[src/irwf_pkg.sv]
package irwf_pkg;

	localparam int SAMPLE_W = 12;
	localparam int DIST_W   = 15;
	localparam int DUTY_W   = 16;
	localparam int PROD_W   = 28;
	localparam int NEAR_W   = 7;

	localparam logic [DIST_W-1:0] DIST_NUM   = 15'd27500;
	localparam logic [DIST_W-1:0] NEAR_LIMIT = 15'd20;
	localparam logic [DIST_W-1:0] FAR_LIMIT  = 15'd80;
	localparam logic [DUTY_W-1:0] DUTY_FULL  = 16'd40000;
	localparam logic [DUTY_W-1:0] FAR_DUTY   = 16'd20000;

	localparam logic [1:0] LED_FORWARD  = 2'd0;
	localparam logic [1:0] LED_TOWARD_B = 2'd1;
	localparam logic [1:0] LED_TOWARD_A = 2'd2;
	localparam logic [1:0] LED_STOPPED  = 2'd3;

	typedef enum logic [1:0] {
		ST_IDLE,
		ST_DIV_A,
		ST_DIV_B,
		ST_STEER
	} state_t;

	typedef struct packed {
		logic                start;
		logic [SAMPLE_W-1:0] divisor;
	} div_req_t;

	typedef struct packed {
		logic              done;
		logic [DIST_W-1:0] quot;
	} div_rsp_t;

	// d * 500 = d * 512 - d * 8 - d * 4
	function automatic logic [DUTY_W-1:0] times_500(input logic [NEAR_W-1:0] d);
		return {d, 9'b0} - {6'b0, d, 3'b0} - {7'b0, d, 2'b0};
	endfunction

	function automatic logic [DUTY_W-1:0] times_1000(input logic [NEAR_W-1:0] d);
		logic [DUTY_W-1:0] half;
		half = times_500(d);
		return {half[DUTY_W-2:0], 1'b0};
	endfunction

endpackage

[src/irwf_in_if.sv]
interface irwf_in_if;
	import irwf_pkg::*;

	logic                valid;
	logic                ready;
	logic [SAMPLE_W-1:0] sample_a;
	logic [SAMPLE_W-1:0] sample_b;
	logic [SAMPLE_W-1:0] pot_sample;

	modport source (output valid, output sample_a, output sample_b, output pot_sample,
		input ready);
	modport sink (input valid, input sample_a, input sample_b, input pot_sample,
		output ready);

endinterface

[src/irwf_out_if.sv]
interface irwf_out_if;
	import irwf_pkg::*;

	logic              valid;
	logic              ready;
	logic [DUTY_W-1:0] duty_a;
	logic [DUTY_W-1:0] duty_b;
	logic [DIST_W-1:0] dist_a;
	logic [DIST_W-1:0] dist_b;
	logic [1:0]        led_code;

	modport source (output valid, output duty_a, output duty_b, output dist_a,
		output dist_b, output led_code, input ready);
	modport sink (input valid, input duty_a, input duty_b, input dist_a,
		input dist_b, input led_code, output ready);

endinterface

[src/irwf_div.sv]
module irwf_div
	import irwf_pkg::*;
(
	input  logic     clk,
	input  logic     arst_n,
	input  div_req_t req,
	output div_rsp_t rsp
);

	logic                busy_q;
	logic                done_q;
	logic [3:0]          idx_q;
	logic [SAMPLE_W-1:0] rem_q;
	logic [SAMPLE_W-1:0] dvs_q;
	logic [DIST_W-1:0]   quot_q;

	logic [SAMPLE_W:0]   trial;
	logic [SAMPLE_W:0]   diff;
	logic                ge;

	// one quotient bit per cycle, dividend bits taken MSB first
	always_comb begin
		trial = {rem_q, DIST_NUM[idx_q]};
		ge    = trial >= {1'b0, dvs_q};
		diff  = trial - {1'b0, dvs_q};
	end

	always_ff @(posedge clk or negedge arst_n) begin
		if (!arst_n) begin
			busy_q <= 1'b0;
			done_q <= 1'b0;
			idx_q  <= '0;
		end else if (req.start) begin
			busy_q <= 1'b1;
			done_q <= 1'b0;
			idx_q  <= 4'(DIST_W - 1);
		end else if (busy_q) begin
			if (idx_q == '0) begin
				busy_q <= 1'b0;
				done_q <= 1'b1;
			end else begin
				idx_q <= idx_q - 4'd1;
			end
		end else begin
			done_q <= 1'b0;
		end
	end

	always_ff @(posedge clk) begin
		if (req.start) begin
			rem_q  <= '0;
			dvs_q  <= req.divisor;
			quot_q <= '0;
		end else if (busy_q) begin
			rem_q  <= ge ? diff[SAMPLE_W-1:0] : trial[SAMPLE_W-1:0];
			quot_q <= {quot_q[DIST_W-2:0], ge};
		end
	end

	assign rsp.done = done_q;
	assign rsp.quot = quot_q;

endmodule

[src/irwf_mul.sv]
module irwf_mul
	import irwf_pkg::*;
(
	input  logic                clk,
	input  logic                arst_n,
	input  logic                start,
	input  logic [SAMPLE_W-1:0] pot,
	output logic                busy,
	output logic [DUTY_W-1:0]   base
);

	logic                busy_q;
	logic [3:0]          cnt_q;
	logic [SAMPLE_W-1:0] pot_q;
	logic [PROD_W-1:0]   acc_q;
	logic [PROD_W-1:0]   addend;

	// shift-add, pot bits MSB first
	assign addend = pot_q[SAMPLE_W-1] ? {{(PROD_W-DUTY_W){1'b0}}, DUTY_FULL} : '0;

	always_ff @(posedge clk or negedge arst_n) begin
		if (!arst_n) begin
			busy_q <= 1'b0;
			cnt_q  <= '0;
		end else if (start) begin
			busy_q <= 1'b1;
			cnt_q  <= 4'(SAMPLE_W - 1);
		end else if (busy_q) begin
			if (cnt_q == '0) begin
				busy_q <= 1'b0;
			end else begin
				cnt_q <= cnt_q - 4'd1;
			end
		end
	end

	always_ff @(posedge clk) begin
		if (start) begin
			pot_q <= pot;
			acc_q <= '0;
		end else if (busy_q) begin
			pot_q <= {pot_q[SAMPLE_W-2:0], 1'b0};
			acc_q <= {acc_q[PROD_W-2:0], 1'b0} + addend;
		end
	end

	assign busy = busy_q;
	// divide by 4096: drop the low twelve bits
	assign base = acc_q[PROD_W-1 -: DUTY_W];

endmodule

[src/ir_wall_follow_duty_steer_unit.sv]
// channel  | modport | transfer when       | payload
// samples  | sink    | valid && ready     | sample_a, sample_b, pot_sample
// result   | source  | valid && ready     | duty_a, duty_b, dist_a, dist_b, led_code
//
// Each item runs both distances in turn on the single bit-serial divider (A then B,
// 15 quotient bits each, then a done pulse), then the steer state; no new item is
// accepted until the block is back in idle.
// The pot product runs on a serial shift-add unit in parallel with the first divide.
// samples.ready is high only while idle; a finished result waits in the output
// register while the next item is accepted. A stalled result holds the block in steer.
// Reset clears the base duty, the state machine and the output valid.
module ir_wall_follow_duty_steer_unit
	import irwf_pkg::*;
(
	input  logic      clk,
	input  logic      arst_n,
	irwf_in_if.sink   samples,
	irwf_out_if.source result
);

	state_t state_q, state_d;

	div_req_t div_req;
	div_rsp_t div_rsp;

	logic                mul_start;
	logic                mul_busy;
	logic [DUTY_W-1:0]   mul_base;
	logic                in_fire;
	logic                load_out;

	logic                a_zero_q;
	logic                b_zero_q;
	logic [SAMPLE_W-1:0] sb_q;
	logic [DIST_W-1:0]   da_q;
	logic [DIST_W-1:0]   db_q;
	logic [DUTY_W-1:0]   base_q;

	logic                out_valid_q;
	logic [DUTY_W-1:0]   duty_a_q;
	logic [DUTY_W-1:0]   duty_b_q;
	logic [DIST_W-1:0]   dist_a_q;
	logic [DIST_W-1:0]   dist_b_q;
	logic [1:0]          led_q;

	logic                latch;
	logic                near;
	logic [DUTY_W-1:0]   duty_a;
	logic [DUTY_W-1:0]   duty_b;
	logic [1:0]          led;

	irwf_div u_div (
		.clk    (clk),
		.arst_n (arst_n),
		.req    (div_req),
		.rsp    (div_rsp)
	);

	irwf_mul u_mul (
		.clk    (clk),
		.arst_n (arst_n),
		.start  (mul_start),
		.pot    (samples.pot_sample),
		.busy   (mul_busy),
		.base   (mul_base)
	);

	assign in_fire = samples.valid && samples.ready;

	always_comb begin
		state_d = state_q;
		case (state_q)
			ST_IDLE:  if (samples.valid) state_d = ST_DIV_A;
			ST_DIV_A: if (div_rsp.done) state_d = ST_DIV_B;
			ST_DIV_B: if (div_rsp.done) state_d = ST_STEER;
			ST_STEER: if (load_out) state_d = ST_IDLE;
			default:  state_d = ST_IDLE;
		endcase
	end

	always_comb begin
		samples.ready   = 1'b0;
		div_req.start   = 1'b0;
		div_req.divisor = samples.sample_a;
		mul_start       = 1'b0;
		load_out        = 1'b0;
		case (state_q)
			ST_IDLE: begin
				samples.ready = 1'b1;
				div_req.start = samples.valid;
				mul_start     = samples.valid;
			end
			ST_DIV_A: begin
				div_req.start   = div_rsp.done;
				div_req.divisor = sb_q;
			end
			ST_STEER: begin
				load_out = !out_valid_q || result.ready;
			end
			default: begin
			end
		endcase
	end

	always_ff @(posedge clk or negedge arst_n) begin
		if (!arst_n) begin
			state_q <= ST_IDLE;
		end else begin
			state_q <= state_d;
		end
	end

	always_ff @(posedge clk) begin
		if (in_fire) begin
			a_zero_q <= samples.sample_a == '0;
			b_zero_q <= samples.sample_b == '0;
			sb_q     <= samples.sample_b;
		end
		if (state_q == ST_DIV_A && div_rsp.done) begin
			da_q <= a_zero_q ? DIST_NUM : div_rsp.quot;
		end
		if (state_q == ST_DIV_B && div_rsp.done) begin
			db_q <= b_zero_q ? DIST_NUM : div_rsp.quot;
		end
	end

	// steering rules, in priority order
	always_comb begin
		latch = base_q == '0;
		near  = (da_q <= NEAR_LIMIT) && (db_q <= NEAR_LIMIT);
		if (latch) begin
			duty_a = mul_base;
			duty_b = mul_base;
		end else if (near) begin
			if (da_q > db_q) begin
				duty_a = times_1000(da_q[NEAR_W-1:0]);
				duty_b = times_500(db_q[NEAR_W-1:0]);
			end else begin
				duty_a = times_500(da_q[NEAR_W-1:0]);
				duty_b = times_1000(db_q[NEAR_W-1:0]);
			end
		end else begin
			duty_a = (da_q > FAR_LIMIT) ? FAR_DUTY : times_500(da_q[NEAR_W-1:0]);
			duty_b = (db_q > FAR_LIMIT) ? FAR_DUTY : times_500(db_q[NEAR_W-1:0]);
		end

		if (duty_a > duty_b) begin
			led = LED_TOWARD_B;
		end else if (duty_b > duty_a) begin
			led = LED_TOWARD_A;
		end else if (duty_a == '0) begin
			led = LED_STOPPED;
		end else begin
			led = LED_FORWARD;
		end
	end

	always_ff @(posedge clk or negedge arst_n) begin
		if (!arst_n) begin
			base_q      <= '0;
			out_valid_q <= 1'b0;
		end else begin
			if (load_out) begin
				out_valid_q <= 1'b1;
				if (latch) begin
					base_q <= mul_base;
				end
			end else if (result.ready) begin
				out_valid_q <= 1'b0;
			end
		end
	end

	always_ff @(posedge clk) begin
		if (load_out) begin
			duty_a_q <= duty_a;
			duty_b_q <= duty_b;
			dist_a_q <= da_q;
			dist_b_q <= db_q;
			led_q    <= led;
		end
	end

	assign result.valid    = out_valid_q;
	assign result.duty_a   = duty_a_q;
	assign result.duty_b   = duty_b_q;
	assign result.dist_a   = dist_a_q;
	assign result.dist_b   = dist_b_q;
	assign result.led_code = led_q;

`ifndef NO_ASSERTIONS
	a_mul_idle_at_steer: assert property (@(posedge clk) disable iff (!arst_n)
		state_q == ST_STEER |-> !mul_busy)
		else $error("pot product not finished at steer");

	a_div_done_in_div: assert property (@(posedge clk) disable iff (!arst_n)
		div_rsp.done |-> (state_q == ST_DIV_A || state_q == ST_DIV_B))
		else $error("divider finished outside a divide state");

	a_accept_starts_div: assert property (@(posedge clk) disable iff (!arst_n)
		in_fire |=> state_q == ST_DIV_A)
		else $error("accepted item did not start distance A");

	a_duty_range: assert property (@(posedge clk) disable iff (!arst_n)
		out_valid_q |-> (duty_a_q <= DUTY_FULL && duty_b_q <= DUTY_FULL))
		else $error("duty beyond full scale");

	a_led_stopped: assert property (@(posedge clk) disable iff (!arst_n)
		(out_valid_q && led_q == LED_STOPPED) |-> (duty_a_q == '0 && duty_b_q == '0))
		else $error("stopped code with nonzero duty");
`endif

endmodule

[src/flat_wrapper.sv]
// flat-port wrapper written by rule: the top's interface ports become plain ports
module ir_wall_follow_duty_steer_unit_flat import irwf_pkg::*;
  (clk, arst_n, samples_valid, samples_sample_a, samples_sample_b, samples_pot_sample, samples_ready, result_valid, result_duty_a, result_duty_b, result_dist_a, result_dist_b, result_led_code, result_ready);
  irwf_in_if samples_i ();
  irwf_out_if result_i ();
  input  logic clk;
  input  logic arst_n;
  input wire logic [$bits(samples_i.valid)-1:0] samples_valid;
  input wire logic [$bits(samples_i.sample_a)-1:0] samples_sample_a;
  input wire logic [$bits(samples_i.sample_b)-1:0] samples_sample_b;
  input wire logic [$bits(samples_i.pot_sample)-1:0] samples_pot_sample;
  output wire logic [$bits(samples_i.ready)-1:0] samples_ready;
  output wire logic [$bits(result_i.valid)-1:0] result_valid;
  output wire logic [$bits(result_i.duty_a)-1:0] result_duty_a;
  output wire logic [$bits(result_i.duty_b)-1:0] result_duty_b;
  output wire logic [$bits(result_i.dist_a)-1:0] result_dist_a;
  output wire logic [$bits(result_i.dist_b)-1:0] result_dist_b;
  output wire logic [$bits(result_i.led_code)-1:0] result_led_code;
  input wire logic [$bits(result_i.ready)-1:0] result_ready;
  assign samples_i.valid = samples_valid;
  assign samples_i.sample_a = samples_sample_a;
  assign samples_i.sample_b = samples_sample_b;
  assign samples_i.pot_sample = samples_pot_sample;
  assign samples_ready = samples_i.ready;
  assign result_valid = result_i.valid;
  assign result_duty_a = result_i.duty_a;
  assign result_duty_b = result_i.duty_b;
  assign result_dist_a = result_i.dist_a;
  assign result_dist_b = result_i.dist_b;
  assign result_led_code = result_i.led_code;
  assign result_i.ready = result_ready;
  ir_wall_follow_duty_steer_unit u_core (.clk(clk), .arst_n(arst_n), .samples(samples_i), .result(result_i));
endmodule
[config.mk]
export PLATFORM = sky130hd
export DESIGN_NAME = ir_wall_follow_duty_steer_unit_flat
export DESIGN_NICKNAME = d
export VERILOG_FILES = /design/src/irwf_pkg.sv /design/src/irwf_in_if.sv /design/src/irwf_out_if.sv /design/src/irwf_div.sv /design/src/irwf_mul.sv /design/src/ir_wall_follow_duty_steer_unit.sv /design/src/flat_wrapper.sv
export SDC_FILE = /design/constraint.sdc
export NUM_CORES = 1
export LEC_CHECK = 0
export ABC_CLOCK_PERIOD_IN_PS = 6450
export BUFFER_PORTS_ARGS = -buffer_cell sky130_fd_sc_hd__buf_2
export CAP_MARGIN = 10
export CORE_MARGIN = 2
export CORE_UTILIZATION = 56
export DETAILED_ROUTE_END_ITERATION = 6
export MAX_ROUTING_LAYER = met4
export PLACE_DENSITY_LB_ADDON = 0.12
export SLEW_MARGIN = 40
export SYNTH_ARGS = -nofsm -noshare
export SYNTH_HDL_FRONTEND = slang
export SYNTH_SLANG_ARGS = --single-unit
[constraint.sdc]
create_clock -name clk -period 6.45 [get_ports clk]
set_input_delay 0.9675 -clock clk [delete_from_list [all_inputs] [get_ports clk]]
set_output_delay 0.9675 -clock clk [all_outputs]
set_load 0.02 [all_outputs]
==> impl_results.md, run 1 <==
* Layout cell share with drive strength beyond 1 at 0.1676
* Outcome: completed
* Remaining global-route overflow at 0
* Commonest non-fill, non-tap cell in the layout: edfxtp_1
* CP Class: flop to flop
* Yosys top cell area share at 0.3289
* N_diodes at 0
* Leakage at 5.717 nW
* Fin crit share at 0.7853
* Slew margin rel. at 0.4832
* CP Capture Type: flop
* Yosys cell types at 77
* TritonCTS buffer count at 23
* Initial DRC Count at 622
* Clk buf depth at 3
* Io pins at 106
* Post-CTS Setup Inserts at 0
* Warnings, synthesis at 0
* Routed WL at 25330 µm
* Vias post-DR at 8680
* WHS at 0.4540 ns
* Final setup vio count at 0
* Max VDD drop at 0.3248 mV
* Post-DP HPWL at 18500 µm
* Largest net degree at the start of global routing at 49
* Synth Flop Type: edfxtp_1
* Synth Register Bits at 209
* Met2 wire length at 11440 µm
* GRT Resource Usage Total at 0.2341
* Pre-CTS setup slack at 1.222 ns
* Syn Area/Cell at 10.41 µm²
* Die Width at 149.6 µm
* Core area at 20890 µm²
* WL met3 at 1290 µm
* Final Hold Viols at 0
* Post-route minimum period at 5.065 ns
* Area delta synth->final at 12.42%
* Vias in the first global route at 8068
* Post-synth top area cell: edfxtp_1
* Reg2reg setup slack at 1.38 ns
* # hold bufs at CTS at 0
* # port buffers at 105
* DIE AREA at 22370 µm²
* Synth area leaders: edfxtp_1 (33%), ha_1 (11%), dfxtp_1 (8.3%), dfrtp_1 (6.3%), nand2_1 (3.2%)
* Most frequent cells in the layout: edfxtp_1 (130), buf_2 (105), nand2_1 (102), ha_1 (102), nor2_1 (89)
* Power, Total at 5.354 mW
* Final worst setup slack at 1.385 ns
* Startpoint types: flop
* Worst-Margin Slew at 0.7753 ns
* GP Congestion at 0.9279
* Rows at 53
* Mapped Area at 11870 µm²
* Die height at 149.6 µm
* Final-stage net count at 1380
* M1 WL at 12130 µm
* CTS clk-pin slew, worst paths at 0.06 ns
* # DRC at 0
* Gates resized, CTS repair at 0
* Initial antenna violation count at 0
* CTS Sinks at 209
* Avg Vias per Cell at 5.681
* Mapped Cells at 1140
* Worst-path fanout max at 8
* Hold WC Path Type: flop to flop
* Peak Freq at 197.4 MHz
* Max cap viols at 0
* Global-route wire length before repair at 41020 µm
* Cells along the critical path: inv_1 > ha_1 > xor2_1 > nand2_1 > o21ai_1 > o21a_1 > nor3_1 > o31ai_2 > nand2_1 > ha_1 > a21o_1 > a21o_1 > a21o_1 > a21o_1 > a221o_1 > a21o_1 > a21o_1 > nand2b_1 > o21ai_1
* Drt wl/cell at 16.58 µm
* Power per Cell Area at 401.3 nW/µm²
* Initial Util at 0.5681
* Async SR Flop Fraction at 0.1435
* Final ANT Viol Nets at 0
* CTS tree: built
* Final Skew at 0.01835 ns
* RSZ-0062 raised after global routing: false
* Largest delay share family, worst path: compound AO/OA/AOI/OAI gates
* Biggest cell delay along the critical path at 0.50 ns
* CP most frequent cell: a21o_1
* Syn_nets at 1284
* Number of enable flip-flop cells after synthesis at 130
* Seq/Total Area, Yosys at 0.4749
* DR pass1 iterations at 6
* Critical path's slowest cell: edfxtp_1
* Crit path DAT at 5.32 ns
* CP Data Required Time at 6.70 ns
* CTS Root Cell: clkbuf_16
* Max-slew violation count at 0
* H-tree Lvls at 1
* Highest metal used: met4
* Setup TNS at 0 ns
* CP Buf/Inv Count at 1
* Clock latency on the worst-skew pair at 0.52 ns
[path summary, 6_finish.rpt]
path / start / depth (start not counted) / end
worst max-delay path: u_core.da_q[6]$_SDFFCE_PP1P_ / 19 / u_core.result.led_code[0]$_SDFFCE_PN1P_
worst min-delay path: u_core.base_q[11]$_DFFE_PN0P_ / 1 / u_core.base_q[11]$_DFFE_PN0P_
worst max register to register: u_core.da_q[6]$_SDFFCE_PP1P_ / 19 / u_core.result.led_code[0]$_SDFFCE_PN1P_
worst min register to register: u_core.base_q[11]$_DFFE_PN0P_ / 1 / u_core.base_q[11]$_DFFE_PN0P_
max in group asynchronous: arst_n / 1 / u_core.u_div.idx_q[1]$_DFFE_PN0P_
min in group asynchronous: arst_n / 1 / u_core.base_q[1]$_DFFE_PN0P_
[synthesized netlist by cell type (3+ instances only)]
cell type,number
edfxtp_1,130
ha_1,102
nand2_1,102
nor2_1,90
inv_1,70
a21oi_1,59
dfxtp_1,49
o21ai_0,44
mux2i_1,35
xnor2_1,35
clkbuf_1,34
a21o_1,33
dfrtp_1,30
a211oi_1,25
nand3_1,22
or2_2,22
nor2b_1,20
xor2_1,18
nand2b_1,17
mux2_2,16
nor3_1,15
and2_1,14
nor4_1,14
a31oi_1,12
nand4_1,12
o21a_1,10
o211ai_1,9
o31ai_1,9
and3_1,8
nor4_2,5
a211o_1,4
or3_1,4
buf_1,3
buf_2,3
nor3b_1,3
o21bai_1,3
o31a_1,3
o31ai_2,3
[kinds of logic after synthesis]
logic type,share of synthesized area
xor gates and xnor gates,0.03911
DFF,0.4749
buffers and inverters,0.03764
muxes,0.04470
adders and majority gates,0.1109
and+or+nand+nor,0.1500
AOI/OAI and AO/OA,0.1428
[registers in the layout (all words and copies together), names as in the netlist, 2 cells and up]
| register | flops |
|---|---|
| u_core.da_q | 15 |
| u_core.u_mul.acc_q | 22 |
| u_core.u_mul.pot_q | 12 |
| u_core.db_q | 15 |
| u_core.base_q | 16 |
| u_core.u_div.quot_q | 15 |
| u_core.result.led_code | 2 |
| u_core.u_div.rem_q | 12 |
| u_core.u_div.idx_q | 4 |
| u_core.state_q | 2 |
| u_core.result.dist_b | 15 |
| u_core.result.duty_b | 16 |
| u_core.result.duty_a | 14 |
| u_core.result.dist_a | 15 |
| u_core.u_mul.cnt_q | 4 |
| u_core.sb_q | 12 |
| u_core.u_div.dvs_q | 12 |
[per-layer routing]
layer | global-route usage | vias up
li1 | - | 4329
met5 | - | -
met3 | 0.02774 | 35
met1 | 0.3291 | 4085
met2 | 0.3681 | 231
met4 | 0.05095 | 0
[final cells by class]
type	count	area (µm²)
clock inverter	10	66.31
clock buffer	32	639.4
tap	275	344.1
fill	1719	7547
sequential	209	5635
inverter	71	266.5
timing repair buffer	114	593.1
multi-input combinational	817	5797
[report_power, final]
group / switching (mW) / total [mW] / internal (mW) / leakage, nW
Sequential: 0.284 / 2.18 / 1.90 / 1.94
Combinational: 1.14 / 1.96 / 0.816 / 3.43
Clock: 0.516 / 1.21 / 0.698 / 0.347
[through the flow]
| stage | cell area, µm² | utilization | instances |
|---|---|---|---|
| after floorplan | 11870 | - | 1140 |
| after CTS | 13340 | 0.6385 | 1528 |
| after global placement | 12630 | 0.6044 | 1486 |
| after detailed placement | 12630 | 0.6047 | 1486 |
| final | 13340 | 0.6387 | 1528 |
| after global routing | 13340 | 0.6387 | 1528 |
[worst register-to-register path: stages, from the launching register on]
cell and delay, ns:
edfxtp_1 0.50, inv_1 0.14, ha_1 0.40, xor2_1 0.40, nand2_1 0.21, o21ai_1 0.42
o21a_1 0.22, nor3_1 0.06, o31ai_2 0.42, nand2_1 0.17, ha_1 0.33, a21o_1 0.16
a21o_1 0.18, a21o_1 0.17, a21o_1 0.18, a221o_1 0.33, a21o_1 0.17, a21o_1 0.20
nand2b_1 0.07, o21ai_1 0.06
No activity file was read; power rests on OpenSTA's default activity.
==> run 2: changes to the inputs <==
--- a/config.mk
+++ b/config.mk
@@ -5,7 +5,7 @@
 export SDC_FILE = /design/constraint.sdc
 export NUM_CORES = 1
 export LEC_CHECK = 0
-export ABC_CLOCK_PERIOD_IN_PS = 6450
+export ABC_CLOCK_PERIOD_IN_PS = 4870
 export BUFFER_PORTS_ARGS = -buffer_cell sky130_fd_sc_hd__buf_2
 export CAP_MARGIN = 10
 export CORE_MARGIN = 2
==> constraint.sdc (replaced) <==
create_clock -name clk -period 4.87 [get_ports clk]
set_input_delay 0.7305 -clock clk [delete_from_list [all_inputs] [get_ports clk]]
set_output_delay 0.7305 -clock clk [all_outputs]
set_load 0.02 [all_outputs]
==> run 2 against run 1 <==
Via count rose by 0.45%; clock skew fell by 0.0076 ns; cell area rose by 1.8%; combinational power rose by 33%; critical path type unchanged; largest power group unchanged.
==> impl_results.md, run 2 (synthesis gave the netlist of run 1 again) <==
* Post-route minimum period at 4.654 ns (was 5.065 ns)
* Startpoint types: flop (unchanged)
* # port buffers at 105 (unchanged)
* Reg2reg setup slack at 0.22 ns (was 1.38 ns)
* Design area at 13580 µm² (was 13340 µm²)
* Avg Vias per Cell at 5.625 (was 5.681)
* Final Core Density at 0.6500 (was 0.6387)
* Global-route wire length before repair at 42080 µm (was 41020 µm)
* Max reg flops at 22 (unchanged)
* CP Capture Type: flop (unchanged)
* Max VDD drop at 0.4595 mV (was 0.3248 mV)
* CP Data Required Time at 5.13 ns (was 6.70 ns)
* Leakage at 5.859 nW (was 5.717 nW)
* N_diodes at 0 (unchanged)
* Routed WL at 25570 µm (was 25330 µm)
* Max-slew violation count at 0 (unchanged)
* Final-stage net count at 1402 (was 1380)
* Max cap viols at 0 (unchanged)
* Placed cell areas at 12780 µm² (was 12630 µm²)
* CTS clk-pin slew, worst paths at 0.06 ns (about the same)
* Biggest register: u_core.u_mul.acc_q (unchanged)
* Final Hold Viols at 0 (unchanged)
* Clk buf depth at 3 (unchanged)
* GRT Resource Usage Total at 0.2405 (was 0.2341)
* Die height at 149.6 µm (unchanged)
* Commonest non-fill, non-tap cell in the layout: edfxtp_1 (unchanged)
* Remaining global-route overflow at 0 (unchanged)
* Rows at 53 (unchanged)
* Vias in the first global route at 8405 (was 8068)
* Worst-Margin Slew at 0.7991 ns (was 0.7753 ns)
* Power per Cell Area at 530.9 nW/µm² (was 401.3 nW/µm²)
* Fin crit share at 0.9557 (was 0.7853)
* Io pins at 106 (unchanged)
* Drt wl/cell at 16.50 µm (was 16.58 µm)
* CTS Sinks at 209 (unchanged)
* Worst-path fanout max at 7 (was 8)
* CTS tree: built (unchanged)
* GP Congestion at 0.9520 (was 0.9279)
* H-tree Lvls at 1 (unchanged)
* Final Skew at 0.01071 ns (was 0.01835 ns)
* DIE AREA at 22370 µm² (unchanged)
* Die Width at 149.6 µm (unchanged)
* Layout cell share with drive strength beyond 1 at 0.1859 (was 0.1676)
* Post-DP HPWL at 19120 µm (was 18500 µm)
* DR pass1 iterations at 7 (was 6)
* Most frequent cells in the layout: edfxtp_1 (130), buf_2 (105), nand2_1 (102), ha_1 (102), nor2_1 (90) (was edfxtp_1 (130), buf_2 (105), nand2_1 (102), ha_1 (102), nor2_1 (89))
* TritonCTS buffer count at 23 (unchanged)
* Initial Util at 0.5681 (unchanged)
* Area delta synth->final at 14.40% (was 12.42%)
* Outcome: completed (unchanged)
* Power, Total at 7.208 mW (was 5.354 mW)
* Core area at 20890 µm² (unchanged)
* Initial antenna violation count at 0 (unchanged)
* CP Class: flop to flop (unchanged)
* Final setup vio count at 0 (unchanged)
* Largest net degree at the start of global routing at 49 (unchanged)
* Hold WC Path Type: input pin to asynchronous set/reset pin (was flop to flop)
* Slew margin rel. at 0.4673 (was 0.4832)
* Peak Freq at 214.9 MHz (was 197.4 MHz)
* Fill count at 1724 (was 1719)
* Crit path DAT at 4.91 ns (was 5.32 ns)
* Initial DRC Count at 540 (was 622)
* Final ANT Viol Nets at 0 (unchanged)
* Vias post-DR at 8719 (was 8680)
* # DRC at 0 (unchanged)
* CTS Root Cell: clkbuf_16 (unchanged)
* Clock latency on the worst-skew pair at 0.51 ns (was 0.52 ns)
run 2: worst paths after layout:
kind,from,to,cells past startpoint
setup / recovery,u_core.da_q[4]$_SDFFCE_PP0P_,u_core.result.led_code[0]$_SDFFCE_PN1P_,19
hold / removal,arst_n,u_core.base_q[5]$_DFFE_PN0P_,1
setup reg to reg,u_core.da_q[4]$_SDFFCE_PP0P_,u_core.result.led_code[0]$_SDFFCE_PN1P_,19
hold reg to reg,u_core.base_q[6]$_DFFE_PN0P_,u_core.base_q[6]$_DFFE_PN0P_,1
max in group asynchronous,arst_n,u_core.result.valid$_DFFE_PN0P_,1
min in group clk,samples_sample_b[4],u_core.sb_q[4]$_DFFE_PP_,1
run 2: per-stage QoR:
stage               instances  setup TNS, ns  hold slack (ns)  setup WS, ns
finish                   1550              0           0.2643        0.2159
global route             1550       -0.01989           0.3079      -0.01989
CTS                      1548              0           0.2625        0.1544
detailed placement       1506              0           0.4440        0.1909
global placement         1506              0           0.4387        0.2903
floorplan                1140              0           0.4281        0.2936
run 2: what timing repair did:
item,CTS,global route
endpoints found under the setup margin,0,1
setup buffers,0,2
resized for setup,0,5
hold endpoints to repair,0,0
hold buffers,0,0
run 2: power breakdown:
part	internal [mW]	leakage, nW	switching (mW)
logic	1.10	3.54	1.51
clock network	1.03	0.381	0.684
registers	2.51	1.94	0.372
total	4.64	5.86	2.57
run 2: area by class of cell:
class                   count  area (µm²)  share of cell area
multi-input cells         817        5807              0.4277
flip-flops and latches    209        5635              0.4151
repair buffers            136       758.2             0.05585
clock buffers              32       680.7             0.05013
well taps                 275       344.1             0.02534
inverters                  71       266.5             0.01963
clock inverters            10       85.08            0.006267
run 2: routing by layer:
metal / wire [µm] / global-route usage / vias to the layer above
met5: 0 / - / -
met3: 1439 / 0.03232 / 43
met1: 12010 / 0.3323 / 4064
met4: 514 / 0.05381 / 0
met2: 11610 / 0.3812 / 245
li1: - / - / 4367
run 2: critical path, stage by stage, from the launching register on:
cell and delay [ns]:
edfxtp_1 0.53, inv_1 0.16, ha_1 0.32, ha_1 0.33, a21oi_1 0.30, o31a_1 0.25, xnor2_1 0.10, and2_1 0.17
o31ai_2 0.29, nand2_1 0.13, ha_1 0.32, a21o_1 0.16, a21o_1 0.17, a21o_1 0.17, a21o_1 0.17, a221o_1 0.33
a21o_1 0.18, a21o_1 0.20, nand2b_1 0.07, o21ai_1 0.06
